===== src/hw/rtl/idm_pkg.sv =====
// ----------------------------------------------------------------------------
// idm_pkg: shared constants for the inverted dropout masker
// Register indexes, generator constants and default widths.
// ----------------------------------------------------------------------------
package idm_pkg;

    localparam int VALUE_WIDTH_DEFAULT = 16;
    localparam int COUNT_WIDTH_DEFAULT = 32;

    localparam int CFG_INDEX_WIDTH = 2;
    localparam int CFG_DATA_WIDTH  = 64;
    localparam int GEN_WIDTH       = 64;
    localparam int THRESH_WIDTH    = 16;
    localparam int SCALE_WIDTH     = 16;
    localparam int SCALE_FRAC      = 12;

    localparam logic [CFG_INDEX_WIDTH-1:0] REG_TRAINING  = 2'd0;
    localparam logic [CFG_INDEX_WIDTH-1:0] REG_THRESHOLD = 2'd1;
    localparam logic [CFG_INDEX_WIDTH-1:0] REG_SCALE     = 2'd2;
    localparam logic [CFG_INDEX_WIDTH-1:0] REG_SEED      = 2'd3;

    localparam logic                    OP_FORWARD  = 1'b0;
    localparam logic                    OP_BACKWARD = 1'b1;

    localparam logic [GEN_WIDTH-1:0]    DEFAULT_SEED  = 64'h0000_0005_DEEC_E66D;
    localparam logic [SCALE_WIDTH-1:0]  SCALE_RESET   = 16'd4096;
    localparam int                      XS_SHIFT_A    = 13;
    localparam int                      XS_SHIFT_B    = 7;
    localparam int                      XS_SHIFT_C    = 17;

    // One step of the 64-bit xorshift generator.
    function automatic logic [GEN_WIDTH-1:0] xorshift_step(input logic [GEN_WIDTH-1:0] x);
        logic [GEN_WIDTH-1:0] t;
        begin
            t = x ^ (x << XS_SHIFT_A);
            t = t ^ (t >> XS_SHIFT_B);
            t = t ^ (t << XS_SHIFT_C);
            return t;
        end
    endfunction

endpackage


===== src/hw/rtl/inverted_dropout_masker_top.sv =====
// ----------------------------------------------------------------------------
// inverted_dropout_masker_top: streaming inverted dropout with xorshift mask
// Forward items draw a keep/drop decision from a 64-bit xorshift generator,
// backward items apply a supplied mask; in training, kept values are scaled by Q4.12.
// ----------------------------------------------------------------------------
//  channel | dir | tdata (low bit up)                                | tuser | tlast
//  s_*     | in  | value_in, mask_in                                 | op    | vector_end
//  m_*     | out | value_out, keep_flag, dropped_total, seen_total   | -     | vector_end_out
//  cfg_*   | in  | write-only registers, index 0..3                  |       |
//
//  One transaction accepted per cycle unless m_tready stalls; the result passes
//  the decision register, then the result register. Forward items in training
//  update generator and counters in the accept cycle with a single xorshift
//  step and a saturating increment; a config write blocks the generator step.
//  Reset: training on, threshold 0, scale 4096, generator 0x5DEECE66D,
//  counters zero.
//  A stall on m_tready holds the result register; an empty decision register
//  still takes one item, then s_tready drops until m_tready returns.
// ----------------------------------------------------------------------------
module inverted_dropout_masker_top #(
    parameter int VALUE_WIDTH = idm_pkg::VALUE_WIDTH_DEFAULT,
    parameter int COUNT_WIDTH = idm_pkg::COUNT_WIDTH_DEFAULT
) (
    input  logic                                    clk,
    input  logic                                    rst_n,

    input  logic                                    s_tvalid,
    output logic                                    s_tready,
    // value_in, mask_in
    input  logic [((VALUE_WIDTH+1+7)/8)*8-1:0]      s_tdata,
    // op
    input  logic                                    s_tuser,
    input  logic                                    s_tlast,

    output logic                                    m_tvalid,
    input  logic                                    m_tready,
    // value_out, keep_flag, dropped_total, seen_total
    output logic [((VALUE_WIDTH+1+2*COUNT_WIDTH+7)/8)*8-1:0] m_tdata,
    output logic                                    m_tlast,

    input  logic                                    cfg_wr_en,
    input  logic [idm_pkg::CFG_INDEX_WIDTH-1:0]     cfg_index,
    input  logic [idm_pkg::CFG_DATA_WIDTH-1:0]      cfg_wdata
);

    localparam int OUT_TDATA_W = ((VALUE_WIDTH + 1 + 2*COUNT_WIDTH + 7) / 8) * 8;
    localparam logic [COUNT_WIDTH-1:0] COUNT_MAX = '1;

    // configuration
    logic                               training_reg;
    logic [idm_pkg::THRESH_WIDTH-1:0]   threshold_reg;
    logic [idm_pkg::SCALE_WIDTH-1:0]    scale_reg;
    logic [idm_pkg::GEN_WIDTH-1:0]      gen_reg;
    logic [idm_pkg::GEN_WIDTH-1:0]      gen_next;
    logic [COUNT_WIDTH-1:0]             dropped_reg;
    logic [COUNT_WIDTH-1:0]             dropped_next;
    logic [COUNT_WIDTH-1:0]             seen_reg;
    logic [COUNT_WIDTH-1:0]             seen_next;

    // decision stage
    logic                               s1_valid_reg;
    logic                               s1_op_reg;
    logic                               s1_training_reg;
    logic                               s1_drop_reg;
    logic                               s1_mask_reg;
    logic                               s1_last_reg;
    logic signed [VALUE_WIDTH-1:0]      s1_value_reg;
    logic [COUNT_WIDTH-1:0]             s1_dropped_reg;
    logic [COUNT_WIDTH-1:0]             s1_seen_reg;

    // result stage
    logic                               out_valid_reg;
    logic signed [VALUE_WIDTH-1:0]      out_value_reg;
    logic                               out_keep_reg;
    logic                               out_last_reg;
    logic [COUNT_WIDTH-1:0]             out_dropped_reg;
    logic [COUNT_WIDTH-1:0]             out_seen_reg;

    logic                               in_fire;
    logic                               out_load;
    logic                               is_forward;
    logic                               drop;
    logic signed [VALUE_WIDTH-1:0]      in_value;
    logic signed [VALUE_WIDTH-1:0]      scaled;
    logic signed [VALUE_WIDTH-1:0]      result_value;
    logic                               result_keep;

    assign out_load   = !out_valid_reg || m_tready;
    assign s_tready   = !s1_valid_reg || out_load;
    assign in_fire    = s_tvalid && s_tready;
    assign in_value   = s_tdata[VALUE_WIDTH-1:0];
    assign is_forward = (s_tuser == idm_pkg::OP_FORWARD);

    always_comb
    begin
        gen_next     = idm_pkg::xorshift_step(gen_reg);
        drop         = (gen_next[idm_pkg::GEN_WIDTH-1 -: idm_pkg::THRESH_WIDTH] < threshold_reg);
        seen_next    = seen_reg;
        dropped_next = dropped_reg;
        if (is_forward && training_reg)
        begin
            seen_next = (seen_reg == COUNT_MAX) ? seen_reg : seen_reg + 1'b1;
            if (drop)
            begin
                dropped_next = (dropped_reg == COUNT_MAX) ? dropped_reg : dropped_reg + 1'b1;
            end
        end
    end

    // configuration registers, generator and counters
    always_ff @(posedge clk or negedge rst_n)
    begin
        if (!rst_n)
        begin
            training_reg  <= 1'b1;
            threshold_reg <= '0;
            scale_reg     <= idm_pkg::SCALE_RESET;
            gen_reg       <= idm_pkg::DEFAULT_SEED;
            dropped_reg   <= '0;
            seen_reg      <= '0;
        end
        else
        begin
            if (cfg_wr_en)
            begin
                unique case (cfg_index)
                    idm_pkg::REG_TRAINING:  training_reg  <= cfg_wdata[0];
                    idm_pkg::REG_THRESHOLD: threshold_reg <= cfg_wdata[idm_pkg::THRESH_WIDTH-1:0];
                    idm_pkg::REG_SCALE:     scale_reg     <= cfg_wdata[idm_pkg::SCALE_WIDTH-1:0];
                    idm_pkg::REG_SEED:
                    begin
                        gen_reg <= (cfg_wdata != '0) ? cfg_wdata : idm_pkg::DEFAULT_SEED;
                    end
                    default: ;
                endcase
            end
            else if (in_fire && is_forward && training_reg)
            begin
                gen_reg <= gen_next;
            end
            if (in_fire)
            begin
                seen_reg    <= seen_next;
                dropped_reg <= dropped_next;
            end
        end
    end

    // decision stage
    always_ff @(posedge clk or negedge rst_n)
    begin
        if (!rst_n)
        begin
            s1_valid_reg <= 1'b0;
        end
        else if (s_tready)
        begin
            s1_valid_reg <= s_tvalid;
        end
    end

    always_ff @(posedge clk)
    begin
        if (in_fire)
        begin
            s1_op_reg       <= s_tuser;
            s1_training_reg <= training_reg;
            s1_drop_reg     <= drop;
            s1_mask_reg     <= s_tdata[VALUE_WIDTH];
            s1_last_reg     <= s_tlast;
            s1_value_reg    <= in_value;
            s1_dropped_reg  <= dropped_next;
            s1_seen_reg     <= seen_next;
        end
    end

    idm_scaler #(
        .VALUE_WIDTH (VALUE_WIDTH)
    ) u_scaler (
        .value  (s1_value_reg),
        .scale  (scale_reg),
        .scaled (scaled)
    );

    always_comb
    begin
        result_value = s1_value_reg;
        result_keep  = 1'b0;
        if (!s1_training_reg)
        begin
            result_keep = (s1_op_reg == idm_pkg::OP_FORWARD);
        end
        else if (s1_op_reg == idm_pkg::OP_FORWARD)
        begin
            result_value = s1_drop_reg ? '0 : scaled;
            result_keep  = !s1_drop_reg;
        end
        else
        begin
            result_value = s1_mask_reg ? scaled : '0;
        end
    end

    // result stage
    always_ff @(posedge clk or negedge rst_n)
    begin
        if (!rst_n)
        begin
            out_valid_reg <= 1'b0;
        end
        else if (out_load)
        begin
            out_valid_reg <= s1_valid_reg;
        end
    end

    always_ff @(posedge clk)
    begin
        if (out_load && s1_valid_reg)
        begin
            out_value_reg   <= result_value;
            out_keep_reg    <= result_keep;
            out_last_reg    <= s1_last_reg;
            out_dropped_reg <= s1_dropped_reg;
            out_seen_reg    <= s1_seen_reg;
        end
    end

    assign m_tvalid = out_valid_reg;
    assign m_tlast  = out_last_reg;
    assign m_tdata  = OUT_TDATA_W'({out_seen_reg, out_dropped_reg, out_keep_reg, out_value_reg});

    // generator never reaches the all-zero lockup state
    assert property (@(posedge clk) disable iff (!rst_n) gen_reg != '0)
        else $error("generator state is zero");

    // drops are a subset of seen forward items
    assert property (@(posedge clk) disable iff (!rst_n) dropped_reg <= seen_reg)
        else $error("drop count exceeds element count");

    // a dropped forward transaction bumps the drop counter unless saturated
    assert property (@(posedge clk) disable iff (!rst_n)
        (in_fire && is_forward && training_reg && drop && dropped_reg != COUNT_MAX)
        |=> dropped_reg == $past(dropped_reg) + 1'b1)
        else $error("drop counter missed a dropped element");

    // backward items leave the generator untouched
    assert property (@(posedge clk) disable iff (!rst_n)
        (in_fire && !is_forward && !cfg_wr_en) |=> $stable(gen_reg))
        else $error("generator moved on a backward item");

endmodule


===== src/hw/rtl/idm_scaler.sv =====
// ----------------------------------------------------------------------------
// idm_scaler: Q4.12 gain with floor and saturation
// Multiplies a signed value by an unsigned Q4.12 scale, shifts right with
// floor and clamps the result to the value width.
// ----------------------------------------------------------------------------
module idm_scaler #(
    parameter int VALUE_WIDTH = idm_pkg::VALUE_WIDTH_DEFAULT
) (
    input  logic signed [VALUE_WIDTH-1:0]           value,
    input  logic        [idm_pkg::SCALE_WIDTH-1:0]  scale,
    output logic signed [VALUE_WIDTH-1:0]           scaled
);

    localparam int PW = VALUE_WIDTH + idm_pkg::SCALE_WIDTH + 1;

    localparam logic signed [PW-1:0] MAX_VAL =
        {{(PW-VALUE_WIDTH+1){1'b0}}, {(VALUE_WIDTH-1){1'b1}}};
    localparam logic signed [PW-1:0] MIN_VAL = ~MAX_VAL;

    logic signed [PW-1:0] product;
    logic signed [PW-1:0] shifted;

    always_comb
    begin
        product = PW'(value) * $signed({1'b0, scale});
        // arithmetic shift gives floor toward minus infinity
        shifted = product >>> idm_pkg::SCALE_FRAC;
        if (shifted > MAX_VAL)
        begin
            scaled = MAX_VAL[VALUE_WIDTH-1:0];
        end
        else if (shifted < MIN_VAL)
        begin
            scaled = MIN_VAL[VALUE_WIDTH-1:0];
        end
        else
        begin
            scaled = shifted[VALUE_WIDTH-1:0];
        end
    end

endmodule


===== config.mk =====
export PLATFORM = sky130hd
export DESIGN_NAME = inverted_dropout_masker_top
export DESIGN_NICKNAME = d
export VERILOG_FILES = /design/src/hw/rtl/idm_pkg.sv /design/src/hw/rtl/inverted_dropout_masker_top.sv /design/src/hw/rtl/idm_scaler.sv
export SDC_FILE = /design/constraint.sdc
export NUM_CORES = 1
export LEC_CHECK = 0
export BUFFER_PORTS_ARGS = -buffer_cell sky130_fd_sc_hd__buf_2
export CAP_MARGIN = 20
export CORE_MARGIN = 2
export CORE_UTILIZATION = 60
export CTS_BUF_LIST = sky130_fd_sc_hd__clkbuf_2
export DETAILED_ROUTE_END_ITERATION = 8
export PLACE_DENSITY = 0.8
export SYNTH_ARGS = -nofsm -noshare
export SYNTH_HDL_FRONTEND = slang
export SYNTH_SLANG_ARGS = --single-unit

===== constraint.sdc =====
create_clock -name clk -period 9.3 [get_ports clk]
set_clock_uncertainty 0.1 [all_clocks]
set_input_delay 1.395 -clock clk [delete_from_list [all_inputs] [get_ports clk]]
set_output_delay 1.395 -clock clk [all_outputs]
set_load 0.05 [all_outputs]

==> summary.md <==
| Metric | Value |
|---|---|
| Status | finished clean |
| Number of global-route vias before repair | roughly 19,000 |
| Worst-path clk slew | roughly 0.10 ns |
| Commonest non-fill, non-tap cell in the layout | inv_1 |
| Final Hold Vio Count | 0 |
| Count of cell types in the netlist | 80 |
| Critical path peak fanout | 17 |
| CTS Buffer Depth | 3 |
| Max reg flops | 64 |
| WL/cell | 18.7 um |
| Routability cong. | 0.924 |
| Number of synthesized flops with an enable pin | ~170 |
| RSZ-0062 raised after global routing | no |
| Fin nets | 3,004 |
| Cells after Synth | 2,414 |
| Via density | 5.68 |
| YS warnings | 0 |
| Sequential area share after synthesis | 0.366 |
| Pin count of the biggest net entering global routing | 73 |
| Most frequent cells in the layout | 287 x inv_1, 259 x nand2_1, 234 x xnor2_1 |
| DRT Wirelength | around 59,000 um |
| Post-synthesis register bit count | 330 |
| CTS tree | built |
| DIE WIDTH | 208 um |
| CP Data Required Time | slightly below 10 ns |
| Gr usage total | 0.284 |
| Die Area | roughly 43,000 um^2 |
| Via Count | 18,100 |
| CP Launch Type | flip-flop |
| Antenna Nets Post-Route | 0 |
| Max_cap viols | 0 |
| CTS buffer count | between 80 and 90 |
| Hold Buf Count CTS | 0 |
| Fmax | ~0.13 GHz |
| Crit end category | flip-flop |
| Resized Gates After CTS | 0 |
| Post-CTS setup buffers | 0 |
| Layout cells sized above 1 | 0.163 |
| GR Overflow Total | 0 |
| Part of the cycle the worst path needs | 0.840 |
| Final setup fails | 0 |
| Clk root buf | clkbuf_2 |
| Clock Sinks | between 300 and 400 |
| Final slew viol count | 0 |
| Port bufs | around 170 |
| Iteration count of the initial detailed-routing pass | 7 |
| Avg Inst Size Synth | 10.3 um^2 |
| Worst EP arrival | approximately 8.4 ns |
| H-tree depth | 3 |
| Async S/R FF share, synth | 0.494 |
| Die Span Y | roughly 210 um |
| Fill count | ~3,200 |
| First-pass GRT wire length | roughly 98,000 um |
| Drt drc | 0 |
| Std-Cell Rows | 74 |
| Core area | 40,900 um^2 |
| Worst-Margin Slew | slightly below 0.9 ns |
| Final TNS setup | 0 ns |
| Final min period | about 7.8 ns |
| Io pins | 188 |
| Worst Hold Class | in -> async |
| Clk Latency, worst-skew pair | about 1 ns |
| Slew margin rel. | 0.408 |
| Mapped cell area | 24,900 um^2 |
| Layout area overhead | 7.99% |
| Number of DRC markers in iteration 0 | 1,210 |
| Detailed placement HPWL | 43,400 um |
| Post-synth top flop | edfxtp_1 |
| Crit path kind | reg -> reg |
| Initial Utilization | 0.609 |
| Antenna violations before repair | 7 |
## area by class of cell
class	instances	area, um^2	area share
multi-input combinational	1685	14200	0.529
sequential	330	9130	0.339
inverter	288	1080	0.0402
timing repair buffer	185	962	0.0357
clock buffer	133	666	0.0247
tap	532	666	0.0247
clock inverter	29	158	0.00586
antenna	5	12.5	0.000465
## worst max-delay path, stage by stage (launching register included)
cell and delay, ns:
edfxtp_1 0.89, nand2_1 0.19, fa_1 0.57, inv_1 0.05
fa_1 0.49, inv_1 0.05, fa_1 0.47, inv_1 0.06
fa_1 0.50, fa_1 0.54, inv_1 0.06, fa_1 0.53
inv_1 0.04, ha_1 0.41, nand2_1 0.12, o211ai_1 0.23
a211oi_2 0.10, or4_1 0.55, a41o_1 0.28, xnor2_2 0.16
or2_1 0.24, o21ai_2 0.58, o221ai_1 0.27
## worst paths after layout
check                      cells after the start  slack (ns)          endpoint             from
setup reg to reg                              22        1.49  out_value_reg[2]  s1_value_reg[9]
max in group asynchronous                      3        7.00      seen_reg[31]            rst_n
hold reg to reg                                0        0.30  out_seen_reg[28]  s1_seen_reg[28]
setup / recovery                              22        1.49  out_value_reg[2]  s1_value_reg[9]
min in group clk                               0        0.30  out_seen_reg[28]  s1_seen_reg[28]
hold / removal                                 1        0.20       gen_reg[56]            rst_n
## routing by layer
metal  global-route usage  vias to the layer above  part of all wire
li1                     -                     8332                 -
met1                0.376                     8950              0.42
met2                0.457                      690              0.48
met3               0.0657                      123             0.076
met4                0.107                        6             0.028
met5                    0                        -           0.00077
## logic make-up (layout without fill, tap and decap cells)
group                      Yosys count  in the layout  share of synthesized area
and+or+nand+nor                    730            730                      0.143
buffers and inverters              405            635                     0.0642
DFF                                330            330                      0.366
adders and majority gates          329            329                      0.223
xor gates and xnor gates           321            321                      0.113
AOI/OAI and AO/OA                  241            241                     0.0651
muxes                               57             57                     0.0247
other                                1             12                   0.000150
## synthesized netlist by cell type, types with 5 or more instances
master | count | share of area
a21o_1 | 10 | 0.0030
a21oi_1 | 80 | 0.016
a31oi_1 | 5 | 0.0013
and2_1 | 123 | 0.031
and3_1 | 16 | 0.0040
and4_1 | 9 | 0.0032
buf_1 | 10 | 0.0015
buf_2 | 17 | 0.0034
buf_4 | 9 | 0.0027
clkbuf_1 | 75 | 0.011
dfrtp_1 | 138 | 0.14
dfstp_2 | 25 | 0.026
edfxtp_1 | 167 | 0.20
fa_1 | 193 | 0.15
ha_1 | 136 | 0.068
inv_1 | 288 | 0.043
mux2_2 | 37 | 0.017
mux2i_1 | 20 | 0.0080
nand2_1 | 259 | 0.039
nand2b_1 | 14 | 0.0035
nand3_1 | 65 | 0.013
nand4_1 | 41 | 0.010
nor2_1 | 113 | 0.017
nor3_1 | 36 | 0.0072
nor4_1 | 22 | 0.0055
o21a_1 | 5 | 0.0015
o21ai_0 | 62 | 0.012
o221ai_1 | 11 | 0.0039
o221ai_2 | 10 | 0.0060
o22ai_1 | 10 | 0.0025
or3_1 | 12 | 0.0030
xnor2_1 | 234 | 0.082
xor2_1 | 85 | 0.030
## stage by stage
step	worst slack, ns	util	cells	hold WS, ns	area (um^2)
after detailed placement	1.55	0.637	3020	0.305	26100
after global routing	1.02	0.658	3184	0.178	26900
after floorplan	2.42	-	2420	0.300	25000
after global placement	1.68	0.637	3020	0.303	26100
final	1.49	0.658	3187	0.203	26900
after CTS	1.54	0.658	3182	0.114	26900
Power is not shown: default switching activity piles up to over one toggle a cycle in this logic, so the estimate is an artifact.
